===== config.mk =====
export PLATFORM = sky130hd
export DESIGN_NAME = sha1_stream_hasher
export DESIGN_NICKNAME = d
export VERILOG_FILES = /design/src/rtl/sha1s_pkg.sv /design/src/rtl/sha1s_front.sv /design/src/rtl/sha1s_pad.sv /design/src/rtl/sha1s_engine.sv /design/src/rtl/sha1_stream_hasher.sv
export VERILOG_INCLUDE_DIRS = /design/src /design/src/rtl
export SDC_FILE = /design/constraint.sdc
export NUM_CORES = 2
export LEC_CHECK = 0
export ABC_CLOCK_PERIOD_IN_PS = 15600
export BUFFER_PORTS_ARGS = -buffer_cell sky130_fd_sc_hd__buf_2
export CORE_MARGIN = 2
export CORE_UTILIZATION = 60
export CTS_BUF_LIST = sky130_fd_sc_hd__clkbuf_4
export DETAILED_ROUTE_END_ITERATION = 8
export PLACE_DENSITY_LB_ADDON = 0.15
export SKIP_LAST_GASP = 1
export SLEW_MARGIN = 20
export SYNTH_ARGS = -nofsm -noshare
export SYNTH_HDL_FRONTEND = slang
export SYNTH_HIERARCHICAL = 1
export SYNTH_SLANG_ARGS = --single-unit

===== constraint.sdc =====
create_clock -name clk -period 15.6 [get_ports clk]
set_input_delay 1.56 -clock clk [delete_from_list [all_inputs] [get_ports clk]]
set_output_delay 1.56 -clock clk [all_outputs]
set_load 0.005 [all_outputs]

===== src/rtl/assert_macros.svh =====
// Assertion macros used by the engine module.
`ifndef ASSERT_MACROS_SVH
`define ASSERT_MACROS_SVH

// Property that must hold at every clock edge outside reset.
`define ASSERT_CLK(lbl, prop, msg) \
	lbl: assert property (@(posedge clk) disable iff (!arst_n) (prop)) else $error(msg);

// Condition that must never be seen outside reset.
`define ASSERT_NEVER(lbl, expr, msg) \
	lbl: assert property (@(posedge clk) disable iff (!arst_n) !(expr)) else $error(msg);

`endif


===== src/rtl/sha1s_pkg.sv =====
// Package with the types, constants and helpers of the SHA-1 stream hasher.
package sha1s_pkg;

	localparam int QUEUE_DEPTH_DEF = 4;

	localparam int BLOCK_BITS   = 512;
	localparam int DIGEST_WORDS = 5;
	localparam int LAST_ROUND   = 79;
	localparam int LAST_IDX     = DIGEST_WORDS - 1;

	// Byte position in a block at which the length field starts (448 / 8).
	localparam logic [5:0] PAD_FILL  = 6'(448 / 8);
	localparam logic [5:0] FILL_LAST = 6'd63;
	localparam logic [2:0] LEN_LAST  = 3'd7;
	localparam logic [7:0] PAD_MARK_BYTE = 8'h80;

	// Initial chaining value, word 0 in the lowest position.
	localparam logic [4:0][31:0] H_INIT = {
		32'hC3D2E1F0, 32'h10325476, 32'h98BADCFE, 32'hEFCDAB89, 32'h67452301
	};

	localparam logic [31:0] K_0 = 32'h5A827999;
	localparam logic [31:0] K_1 = 32'h6ED9EBA1;
	localparam logic [31:0] K_2 = 32'h8F1BBCDC;
	localparam logic [31:0] K_3 = 32'hCA62C1D6;

	typedef struct packed {
		logic [7:0] data_byte;
		logic       has_byte;
		logic       end_of_message;
	} q_entry_t;

	typedef struct packed {
		logic valid;
		logic final_blk;
	} blk_ctl_t;

	typedef enum logic [1:0] {
		PAD_IDLE,
		PAD_MARK,
		PAD_ZERO,
		PAD_LEN
	} pad_state_t;

	typedef enum logic [1:0] {
		ENG_IDLE,
		ENG_ROUND,
		ENG_FOLD
	} eng_state_t;

endpackage


===== src/rtl/sha1s_front.sv =====
// Front end: accepts input transfers, drops empty ones and queues the rest.
module sha1s_front #(
	parameter int QUEUE_DEPTH = sha1s_pkg::QUEUE_DEPTH_DEF
) (
	input  logic                clk,
	input  logic                arst_n,
	input  logic                s_tvalid,
	output logic                s_tready,
	input  logic [7:0]          s_tdata,
	input  logic                s_has_byte,
	input  logic                s_tlast,
	output logic                q_valid,
	output sha1s_pkg::q_entry_t q_entry,
	input  logic                q_pop
);
	import sha1s_pkg::*;

	localparam int PTR_W = $clog2(QUEUE_DEPTH);
	localparam int CNT_W = $clog2(QUEUE_DEPTH + 1);

	q_entry_t           mem_q [QUEUE_DEPTH];
	logic [PTR_W-1:0]   wr_ptr_q;
	logic [PTR_W-1:0]   rd_ptr_q;
	logic [CNT_W-1:0]   cnt_q;
	logic               push;
	logic               pop;

	assign s_tready = (cnt_q != CNT_W'(QUEUE_DEPTH));
	assign push     = s_tvalid && s_tready && (s_has_byte || s_tlast);
	assign pop      = q_pop && q_valid;
	assign q_valid  = (cnt_q != '0);
	assign q_entry  = mem_q[rd_ptr_q];

	always_ff @(posedge clk or negedge arst_n) begin
		if (!arst_n) begin
			wr_ptr_q <= '0;
			rd_ptr_q <= '0;
			cnt_q    <= '0;
		end else begin
			if (push) begin
				wr_ptr_q <= (wr_ptr_q == PTR_W'(QUEUE_DEPTH - 1)) ? '0 : wr_ptr_q + 1'b1;
			end
			if (pop) begin
				rd_ptr_q <= (rd_ptr_q == PTR_W'(QUEUE_DEPTH - 1)) ? '0 : rd_ptr_q + 1'b1;
			end
			if (push && !pop) begin
				cnt_q <= cnt_q + 1'b1;
			end else if (pop && !push) begin
				cnt_q <= cnt_q - 1'b1;
			end
		end
	end

	always_ff @(posedge clk) begin
		if (push) begin
			mem_q[wr_ptr_q] <= '{data_byte: s_tdata, has_byte: s_has_byte,
				end_of_message: s_tlast};
		end
	end

endmodule


===== src/rtl/sha1s_pad.sv =====
// Block collector with the padding and length sequencer.
module sha1s_pad (
	input  logic                clk,
	input  logic                arst_n,
	input  logic                q_valid,
	input  sha1s_pkg::q_entry_t q_entry,
	output logic                q_pop,
	output sha1s_pkg::blk_ctl_t blk_ctl,
	output logic [511:0]        blk_data,
	input  logic                blk_take
);
	import sha1s_pkg::*;

	pad_state_t   pad_q;
	pad_state_t   pad_nxt;
	logic [5:0]   fill_q;
	logic         blk_full_q;
	logic         blk_final_q;
	logic [511:0] blk_q;
	logic [60:0]  byte_cnt_q;
	logic [60:0]  byte_cnt_nxt;
	logic [63:0]  len_q;
	logic [2:0]   len_cnt_q;
	logic         push_ok;
	logic         push_en;
	logic [7:0]   push_byte;
	logic         last_len;

	assign push_ok      = !blk_full_q;
	assign byte_cnt_nxt = byte_cnt_q + 61'(q_entry.has_byte);
	assign blk_ctl      = '{valid: blk_full_q, final_blk: blk_final_q};
	assign blk_data     = blk_q;

	always_comb begin
		pad_nxt = pad_q;
		case (pad_q)
			PAD_IDLE: begin
				if (q_pop && q_entry.end_of_message) begin
					pad_nxt = PAD_MARK;
				end
			end
			PAD_MARK: begin
				if (push_ok) begin
					pad_nxt = PAD_ZERO;
				end
			end
			PAD_ZERO: begin
				if (fill_q == PAD_FILL) begin
					pad_nxt = PAD_LEN;
				end
			end
			PAD_LEN: begin
				if (push_ok && len_cnt_q == LEN_LAST) begin
					pad_nxt = PAD_IDLE;
				end
			end
			default: pad_nxt = PAD_IDLE;
		endcase
	end

	always_comb begin
		q_pop     = 1'b0;
		push_en   = 1'b0;
		push_byte = 8'h00;
		last_len  = 1'b0;
		case (pad_q)
			PAD_IDLE: begin
				if (q_valid && (!q_entry.has_byte || push_ok)) begin
					q_pop     = 1'b1;
					push_en   = q_entry.has_byte;
					push_byte = q_entry.data_byte;
				end
			end
			PAD_MARK: begin
				push_en   = push_ok;
				push_byte = PAD_MARK_BYTE;
			end
			PAD_ZERO: begin
				push_en = push_ok && (fill_q != PAD_FILL);
			end
			PAD_LEN: begin
				push_en   = push_ok;
				push_byte = len_q[63:56];
				last_len  = (len_cnt_q == LEN_LAST);
			end
			default: begin
				push_en = 1'b0;
			end
		endcase
	end

	always_ff @(posedge clk or negedge arst_n) begin
		if (!arst_n) begin
			pad_q      <= PAD_IDLE;
			fill_q     <= '0;
			blk_full_q <= 1'b0;
			byte_cnt_q <= '0;
			len_cnt_q  <= '0;
		end else begin
			pad_q <= pad_nxt;
			if (push_en) begin
				fill_q <= fill_q + 1'b1;
			end
			if (push_en && fill_q == FILL_LAST) begin
				blk_full_q <= 1'b1;
			end else if (blk_take) begin
				blk_full_q <= 1'b0;
			end
			if (q_pop && q_entry.end_of_message) begin
				byte_cnt_q <= '0;
			end else if (q_pop) begin
				byte_cnt_q <= byte_cnt_nxt;
			end
			if (pad_q == PAD_LEN && push_en) begin
				len_cnt_q <= len_cnt_q + 1'b1;
			end
		end
	end

	always_ff @(posedge clk) begin
		if (push_en) begin
			blk_q <= {blk_q[503:0], push_byte};
		end
		if (push_en && fill_q == FILL_LAST) begin
			blk_final_q <= last_len;
		end
		if (q_pop && q_entry.end_of_message) begin
			len_q <= {byte_cnt_nxt, 3'b000};
		end else if (pad_q == PAD_LEN && push_en) begin
			len_q <= {len_q[55:0], 8'h00};
		end
	end

endmodule


===== src/rtl/sha1s_engine.sv =====
// Compression engine with the chaining value and the digest output register.
`include "assert_macros.svh"

module sha1s_engine (
	input  logic                clk,
	input  logic                arst_n,
	input  sha1s_pkg::blk_ctl_t blk_ctl,
	input  logic [511:0]        blk_data,
	output logic                blk_take,
	output logic                m_tvalid,
	input  logic                m_tready,
	output logic [39:0]         m_tdata,
	output logic                m_tlast
);
	import sha1s_pkg::*;

	eng_state_t        eng_q;
	eng_state_t        eng_nxt;
	logic [6:0]        rnd_q;
	logic              fin_q;
	logic [4:0][31:0]  h_q;
	logic [4:0][31:0]  rr_q;
	logic [15:0][31:0] w_q;
	logic [4:0][31:0]  dig_q;
	logic [4:0][31:0]  h_sum;
	logic [2:0]        dig_cnt_q;
	logic [2:0]        idx_q;
	logic [31:0]       f;
	logic [31:0]       k;
	logic [31:0]       tmp;
	logic [31:0]       w_mix;
	logic [31:0]       w_new;
	logic              m_fire;

	assign m_fire   = m_tvalid && m_tready;
	assign m_tvalid = (dig_cnt_q != '0);
	assign m_tdata  = {5'b00000, idx_q, dig_q[0]};
	assign m_tlast  = (idx_q == 3'(LAST_IDX));

	always_comb begin
		eng_nxt = eng_q;
		case (eng_q)
			ENG_IDLE: begin
				if (blk_take) begin
					eng_nxt = ENG_ROUND;
				end
			end
			ENG_ROUND: begin
				if (rnd_q == 7'(LAST_ROUND)) begin
					eng_nxt = ENG_FOLD;
				end
			end
			ENG_FOLD: eng_nxt = ENG_IDLE;
			default:  eng_nxt = ENG_IDLE;
		endcase
	end

	always_comb begin
		blk_take = (eng_q == ENG_IDLE) && blk_ctl.valid
			&& (!blk_ctl.final_blk || dig_cnt_q == '0);
	end

	always_comb begin
		if (rnd_q < 7'd20) begin
			f = (rr_q[1] & rr_q[2]) | (~rr_q[1] & rr_q[3]);
			k = K_0;
		end else if (rnd_q < 7'd40) begin
			f = rr_q[1] ^ rr_q[2] ^ rr_q[3];
			k = K_1;
		end else if (rnd_q < 7'd60) begin
			f = (rr_q[1] & rr_q[2]) | (rr_q[1] & rr_q[3]) | (rr_q[2] & rr_q[3]);
			k = K_2;
		end else begin
			f = rr_q[1] ^ rr_q[2] ^ rr_q[3];
			k = K_3;
		end
		tmp   = {rr_q[0][26:0], rr_q[0][31:27]} + f + rr_q[4] + k + w_q[0];
		w_mix = w_q[13] ^ w_q[8] ^ w_q[2] ^ w_q[0];
		w_new = {w_mix[30:0], w_mix[31]};
		for (int i = 0; i < DIGEST_WORDS; i++) begin
			h_sum[i] = h_q[i] + rr_q[i];
		end
	end

	always_ff @(posedge clk or negedge arst_n) begin
		if (!arst_n) begin
			eng_q     <= ENG_IDLE;
			rnd_q     <= '0;
			fin_q     <= 1'b0;
			h_q       <= H_INIT;
			dig_cnt_q <= '0;
			idx_q     <= '0;
		end else begin
			eng_q <= eng_nxt;
			if (blk_take) begin
				rnd_q <= '0;
				fin_q <= blk_ctl.final_blk;
			end else if (eng_q == ENG_ROUND) begin
				rnd_q <= rnd_q + 1'b1;
			end
			if (eng_q == ENG_FOLD) begin
				h_q <= fin_q ? H_INIT : h_sum;
			end
			if (eng_q == ENG_FOLD && fin_q) begin
				dig_cnt_q <= 3'(DIGEST_WORDS);
				idx_q     <= '0;
			end else if (m_fire) begin
				dig_cnt_q <= dig_cnt_q - 1'b1;
				idx_q     <= idx_q + 1'b1;
			end
		end
	end

	always_ff @(posedge clk) begin
		if (blk_take) begin
			rr_q <= h_q;
			for (int i = 0; i < 16; i++) begin
				w_q[i] <= blk_data[BLOCK_BITS - 1 - 32 * i -: 32];
			end
		end else if (eng_q == ENG_ROUND) begin
			rr_q[4] <= rr_q[3];
			rr_q[3] <= rr_q[2];
			rr_q[2] <= {rr_q[1][1:0], rr_q[1][31:2]};
			rr_q[1] <= rr_q[0];
			rr_q[0] <= tmp;
			w_q     <= {w_new, w_q[15:1]};
		end
		if (eng_q == ENG_FOLD && fin_q) begin
			dig_q <= h_sum;
		end else if (m_fire) begin
			dig_q <= {32'h0, dig_q[4:1]};
		end
	end

	`ASSERT_CLK(a_dig_free, (eng_q == ENG_FOLD && fin_q) |-> (dig_cnt_q == '0), "digest over pending words")
	`ASSERT_CLK(a_take_start, blk_take |=> (eng_q == ENG_ROUND && rnd_q == '0), "block start lost")
	`ASSERT_CLK(a_round_range, (eng_q == ENG_ROUND) |-> (rnd_q <= 7'(LAST_ROUND)), "round out of range")
	`ASSERT_NEVER(a_idx_range, m_tvalid && (idx_q > 3'(LAST_IDX)), "digest index out of range")

endmodule


===== src/rtl/sha1_stream_hasher.sv =====
// Top level of the SHA-1 stream hasher.
//
// Input channel s_*: one transfer carries an optional message byte in s_tdata,
// s_tuser[0] says whether that byte belongs to the message, and s_tlast ends
// the message after it. Transfers with neither byte nor end are dropped.
// Output channel m_*: five transfers per message, the digest words most
// significant first, with the word index in m_tdata and m_tlast on the fifth.
// Bytes are packed into 64-byte blocks at one byte per cycle, unless a full
// block waits to be taken, while the round unit compresses the previous
// block (load, 80 rounds, fold). A long message is therefore taken at a pace
// set by the round unit; a short queue sits between the front and the packer.
// After the end transfer, padding runs at one byte per cycle while no full block
// waits, up to the next length field; then one or two blocks are compressed.
// Reset returns the chaining value and the byte count to their initial values
// and empties the input queue; after each digest the block restores both itself.
// A stalled receiver holds the digest words; the next message is still taken
// in until its own final block has to wait for the digest to be drained.
module sha1_stream_hasher #(
	parameter int QUEUE_DEPTH = sha1s_pkg::QUEUE_DEPTH_DEF
) (
	input  logic        clk,
	input  logic        arst_n,
	input  logic        s_tvalid,
	output logic        s_tready,
	input  logic [7:0]  s_tdata,  // [7:0] data_byte
	input  logic [0:0]  s_tuser,  // [0] has_byte
	input  logic        s_tlast,
	output logic        m_tvalid,
	input  logic        m_tready,
	output logic [39:0] m_tdata,  // [31:0] digest_word, [34:32] word_index, [39:35] zero
	output logic        m_tlast
);
	import sha1s_pkg::*;

	logic         q_valid;
	q_entry_t     q_entry;
	logic         q_pop;
	blk_ctl_t     blk_ctl;
	logic [511:0] blk_data;
	logic         blk_take;

	sha1s_front #(
		.QUEUE_DEPTH(QUEUE_DEPTH)
	) u_front (
		.clk       (clk),
		.arst_n    (arst_n),
		.s_tvalid  (s_tvalid),
		.s_tready  (s_tready),
		.s_tdata   (s_tdata),
		.s_has_byte(s_tuser[0]),
		.s_tlast   (s_tlast),
		.q_valid   (q_valid),
		.q_entry   (q_entry),
		.q_pop     (q_pop)
	);

	sha1s_pad u_pad (
		.clk     (clk),
		.arst_n  (arst_n),
		.q_valid (q_valid),
		.q_entry (q_entry),
		.q_pop   (q_pop),
		.blk_ctl (blk_ctl),
		.blk_data(blk_data),
		.blk_take(blk_take)
	);

	sha1s_engine u_engine (
		.clk     (clk),
		.arst_n  (arst_n),
		.blk_ctl (blk_ctl),
		.blk_data(blk_data),
		.blk_take(blk_take),
		.m_tvalid(m_tvalid),
		.m_tready(m_tready),
		.m_tdata (m_tdata),
		.m_tlast (m_tlast)
	);

endmodule

==> results_tabular.tex <==
\begin{tabular}{lr}
\hline
Metric & Value \\
\hline
\multicolumn{2}{l}{\textbf{Placement}} \\
Cell area after placement & 81,700 µm² \\
Quantity of I/O buffers inserted on ports & 51 \\
HPWL reported at the end of detailed placement & 126,000 µm \\
Placer Congestion & 0.932 \\
Worst setup timing slack at the placement stage & 8.74 ns \\
\multicolumn{2}{l}{\textbf{CTS}} \\
Number of resized instances in the post-cts repair step & 0 \\
Sinks on Clock Net & 1,702 \\
CTS Buf Count & 441 \\
Count of buffers added by post-CTS timing repair for setup & 0 \\
TritonCTS clock tree & built \\
Number of levels in the clock H-tree & 5 \\
Count of hold-fix buffers inserted at cts & 0 \\
Buffer type at the clock tree root & sky130\_fd\_sc\_hd\_\_clkbuf\_4 \\
Clock Pin Slew Worst Setup and Hold Paths & 0.07 ns \\
Buffers from clock root to sink, at most & 4 \\
Worst-skew pair later-pin latency & 1.32 ns \\
\multicolumn{2}{l}{\textbf{Synthesis}} \\
Most numerous cell types in the synthesized netlist & sky130\_fd\_sc\_hd\_\_nand2\_1 (2,268), sky130\_fd\_sc\_hd\_\_edfxtp\_1 (1,446), sky130\_fd\_sc\_hd\_\_o21ai\_0 (398), sky130\_fd\_sc\_hd\_\_nor2\_1 (294), sky130\_fd\_sc\_hd\_\_clkbuf\_1 (277) \\
Number of flops mapped to enable cells by yosys & 1,446 \\
Biggest area consumer among synthesized cells & sky130\_fd\_sc\_hd\_\_edfxtp\_1 \\
Cell with the most instances after synthesis & sky130\_fd\_sc\_hd\_\_nand2\_1 \\
Per-instance average area after synthesis & 11.4 µm² \\
Post-Synthesis Cell Area & 80,200 µm² \\
Cells taking the most area after synthesis & sky130\_fd\_sc\_hd\_\_edfxtp\_1 (54\%), sky130\_fd\_sc\_hd\_\_nand2\_1 (11\%), sky130\_fd\_sc\_hd\_\_dfrtp\_1 (5.5\%) \\
Asr flop ratio synth & 15.0\% \\
YS warnings & 6 \\
Fraction of post-synthesis cell area in the top cell type by area & 54.2\% \\
Sequential cell area fraction in the yosys report & 62.3\% \\
Cell count after synthesis & 7,031 \\
Number of synthesized register bits & 1,702 \\
Number of distinct library cell variants in the gate-level netlist after synthesis & 100 \\
Dominant synthesized flop cell & sky130\_fd\_sc\_hd\_\_edfxtp\_1 \\
\multicolumn{2}{l}{\textbf{Finish}} \\
Share of cells above drive strength 1 & 12.7\% \\
Fill count & 10,300 \\
Area Growth Syn to Fin & 8.77\% \\
Final std cell area, no fill & 87,200 µm² \\
Total number of nets in the final design & 7,581 \\
\multicolumn{2}{l}{\textbf{Timing}} \\
Setup slack after layout & 8.78 ns \\
Unrepaired setup endpoints after global routing & no \\
Final setup violation count & 0 \\
Final clock period utilization by the worst path & 43.7\% \\
Worst Clk Skew & 0.131 ns \\
Shortest clock period the worst path allows after layout & 6.82 ns \\
Setup tns final & 0 ns \\
Pin slew with the least headroom to its limit & 1.55 ns \\
Final count of pins violating max slew & 59 \\
Hold Vio Cnt, Final & 0 \\
Relative slew slack & -3.24\% \\
Post-route worst hold slack & 0.324 ns \\
Maximum operating frequency & 147 MHz \\
\multicolumn{2}{l}{\textbf{Floorplan}} \\
Die Footprint & 137,000 µm² \\
Die X & 370 µm \\
Core area & 133,000 µm² \\
Top-level port count & 57 \\
FP Rows & 134 \\
Initial Utilization & 60.2\% \\
Die outline height & 370 µm \\
\multicolumn{2}{l}{\textbf{Global route}} \\
Met3 Use GR & 5.97\% \\
Total congestion overflow after global routing & 0 \\
Number of antenna violations at the first check in global routing & 4 \\
Met2 layer usage reported by global route & 42.8\% \\
Vias in the first global route & 52,300 \\
First-pass GRT wire length & 302,000 µm \\
Met1 global-route usage & 42.4\% \\
Pin count of the biggest net entering global routing & 224 \\
Most used routing layer & met2 \\
Total GRT Usage & 28.8\% \\
\multicolumn{2}{l}{\textbf{Worst setup path}} \\
Critical path required time & 16.58 ns \\
CP Data Arrival Time & 7.80 ns \\
Worst setup path class & flop to flop \\
Worst r2r dst & u\_engine/rr\_q[31]\$\_DFFE\_PP\_ \\
Type of element capturing the critical path & flop \\
Slack of the worst reg-to-reg path & 8.78 ns \\
Largest driver fanout on the critical path & 19 \\
Source of the worst register-to-register timing path & u\_engine/rnd\_q[3]\$\_DFFE\_PN0P\_ \\
Length in cells of the worst reg-to-reg path & 23 \\
Nature of the critical path startpoint & flop \\
\multicolumn{2}{l}{\textbf{Job}} \\
Max cap viols & 0 \\
\multicolumn{2}{l}{\textbf{Worst hold path}} \\
Class of the worst hold path & input pin to asynchronous set/reset pin \\
\multicolumn{2}{l}{\textbf{Routing}} \\
Drt first pass iters & 6 \\
Total wirelength of the detailed-routed design & 195,000 µm \\
Remaining design rule violation count & 0 \\
Number of vias in the routed layout & 53,500 \\
Routed wire length per instance & 20.8 µm \\
Count of nets left with antenna violations after detail routing & 0 \\
Via/cell ratio & 5.73 \\
Iteration-0 DRC Markers & 5,519 \\
\multicolumn{2}{l}{\textbf{Outcome}} \\
Failing checks & max-slew violations \\
Result of the run & finished, violations left \\
\multicolumn{2}{l}{\textbf{Power and ir drop}} \\
P per Cell Area & 188 nW/µm² \\
IR Drop Worst-Case VDD & 0.306 mV \\
Leakage & 0.0359 µW \\
\hline
\end{tabular}
[registers in the layout, summed over array words and instances (netlist names), 7 cells and up]
name and count:
u_front/mem_q 40, u_engine/w_q 512, u_engine/rnd_q 7, u_engine/rr_q 160, u_engine/dig_q 128, u_engine/m_tdata 32
u_pad/blk_data 512, u_pad/len_q 61, u_pad/byte_cnt_q 61, u_engine/h_q 160
[stage by stage]
step	util, %	total power [µW]	instances
2_1_floorplan	-	11600	7035
3_3_place_gp	61.4	12600	8552
3_5_place_dp	61.4	12600	8552
4_1_cts	65.5	16500	9337
5_1_grt	65.5	17400	9343
6_report	65.5	16400	9346
[placed cells by master, fill, tap and decap left out, types with 20 or more instances in the layout]
| cell type | synthesis | final |
|---|---|---|
| sky130_fd_sc_hd__a21o_1 | 125 | 124 |
| sky130_fd_sc_hd__nand2_1 | 2268 | 2264 |
| sky130_fd_sc_hd__clkbuf_4 | 0 | 662 |
| sky130_fd_sc_hd__dfstp_2 | 80 | 80 |
| sky130_fd_sc_hd__inv_1 | 236 | 235 |
| sky130_fd_sc_hd__o21a_1 | 24 | 24 |
| sky130_fd_sc_hd__buf_4 | 42 | 41 |
| sky130_fd_sc_hd__nand2b_1 | 26 | 25 |
| sky130_fd_sc_hd__nor3_1 | 37 | 37 |
| sky130_fd_sc_hd__and3_1 | 33 | 33 |
| sky130_fd_sc_hd__o31ai_1 | 27 | 27 |
| sky130_fd_sc_hd__a211oi_1 | 21 | 21 |
| sky130_fd_sc_hd__edfxtp_1 | 1446 | 1446 |
| sky130_fd_sc_hd__xnor2_1 | 232 | 232 |
| sky130_fd_sc_hd__and2_1 | 31 | 31 |
| sky130_fd_sc_hd__clkinv_1 | 1 | 104 |
| sky130_fd_sc_hd__buf_2 | 13 | 50 |
| sky130_fd_sc_hd__nor2_1 | 294 | 292 |
| sky130_fd_sc_hd__nand4_1 | 39 | 39 |
| sky130_fd_sc_hd__dfrtp_1 | 176 | 176 |
| sky130_fd_sc_hd__a21oi_1 | 214 | 214 |
| sky130_fd_sc_hd__mux2i_1 | 62 | 62 |
| sky130_fd_sc_hd__a31oi_1 | 41 | 41 |
| sky130_fd_sc_hd__o21bai_1 | 26 | 26 |
| sky130_fd_sc_hd__nand3_1 | 61 | 60 |
| sky130_fd_sc_hd__xor2_1 | 107 | 107 |
| sky130_fd_sc_hd__ha_1 | 214 | 214 |
| sky130_fd_sc_hd__a221o_1 | 23 | 23 |
| sky130_fd_sc_hd__o21ai_0 | 398 | 398 |
| sky130_fd_sc_hd__nor2b_1 | 21 | 20 |
| sky130_fd_sc_hd__fa_1 | 126 | 126 |
[power by group]
group / internal, µW / switching (µW)
clock network: 1960 / 1810
registers: 7230 / 754
logic: 1550 / 3060
total: 10700 / 5620
[critical path, cell delays in order (launching register included)]
cell                       delay (ns)
sky130_fd_sc_hd__dfrtp_1         0.46
sky130_fd_sc_hd__o21ai_0         0.22
sky130_fd_sc_hd__and2_1          0.15
sky130_fd_sc_hd__buf_4           0.27
sky130_fd_sc_hd__inv_2           0.08
sky130_fd_sc_hd__nand2_1         0.43
sky130_fd_sc_hd__nand2_1         0.29
sky130_fd_sc_hd__buf_4           0.31
sky130_fd_sc_hd__a221o_1         0.36
sky130_fd_sc_hd__fa_1            0.53
sky130_fd_sc_hd__inv_1           0.05
sky130_fd_sc_hd__fa_1            0.51
sky130_fd_sc_hd__inv_1           0.07
sky130_fd_sc_hd__fa_1            0.49
sky130_fd_sc_hd__a211oi_2        0.22
sky130_fd_sc_hd__nor2_1          0.13
sky130_fd_sc_hd__a211o_4         0.39
sky130_fd_sc_hd__a221oi_2        0.28
sky130_fd_sc_hd__nor3_1          0.16
sky130_fd_sc_hd__a41o_1          0.29
sky130_fd_sc_hd__or4_1           0.41
sky130_fd_sc_hd__a31oi_1         0.22
sky130_fd_sc_hd__xnor2_1         0.14
sky130_fd_sc_hd__a21oi_1         0.08
[cell families (layout without fill, tap and decap cells)]
logic type | Yosys count | in the layout | share of synthesized area [%]
adders and majority gates | 340 | 340 | 6.49
DFF | 1702 | 1702 | 62.3
buffers and inverters | 589 | 1123 | 3.02
xor gates and xnor gates | 340 | 340 | 3.73
other | 1 | 14 | 0.00468
AOI/OAI and AO/OA | 1043 | 1043 | 8.08
muxes | 84 | 84 | 1.23
and+or+nand+nor | 2932 | 2932 | 15.2
[final cells by class]
cell class	count	area (µm²)	share of cell area, %
sequential	1702	49900	57.3
antenna	9	22.5	0.0258
multi-input combinational	4744	27900	32.0
clock inverter	123	534	0.613
inverter	238	901	1.03
clock buffer	662	4970	5.70
tap	1768	2210	2.54
timing repair buffer	100	716	0.821
[metal layers]
| layer | wire length (µm) | up-vias |
|---|---|---|
| li1 | - | 25100 |
| met1 | 86400 | 26200 |
| met2 | 87600 | 1993 |
| met3 | 14900 | 289 |
| met4 | 5640 | 2 |
| met5 | 13 | - |
[worst max-delay path by stage]
stage	start	endpoint	depth (start not counted)
global placement	u_engine/rnd_q[3]$_DFFE_PN0P_	u_engine/rr_q[31]$_DFFE_PP_	23
CTS	u_engine/rnd_q[3]$_DFFE_PN0P_	u_engine/rr_q[31]$_DFFE_PP_	23
detailed placement	u_engine/rnd_q[3]$_DFFE_PN0P_	u_engine/rr_q[31]$_DFFE_PP_	23
global route	u_engine/rnd_q[3]$_DFFE_PN0P_	u_engine/rr_q[31]$_DFFE_PP_	23
finish	u_engine/rnd_q[3]$_DFFE_PN0P_	u_engine/rr_q[31]$_DFFE_PP_	23
floorplan	u_engine/dig_cnt_q[0]$_DFFE_PN0P_	u_engine/rr_q[0]$_DFFE_PP_	8
(Power assumes the default switching activity.)
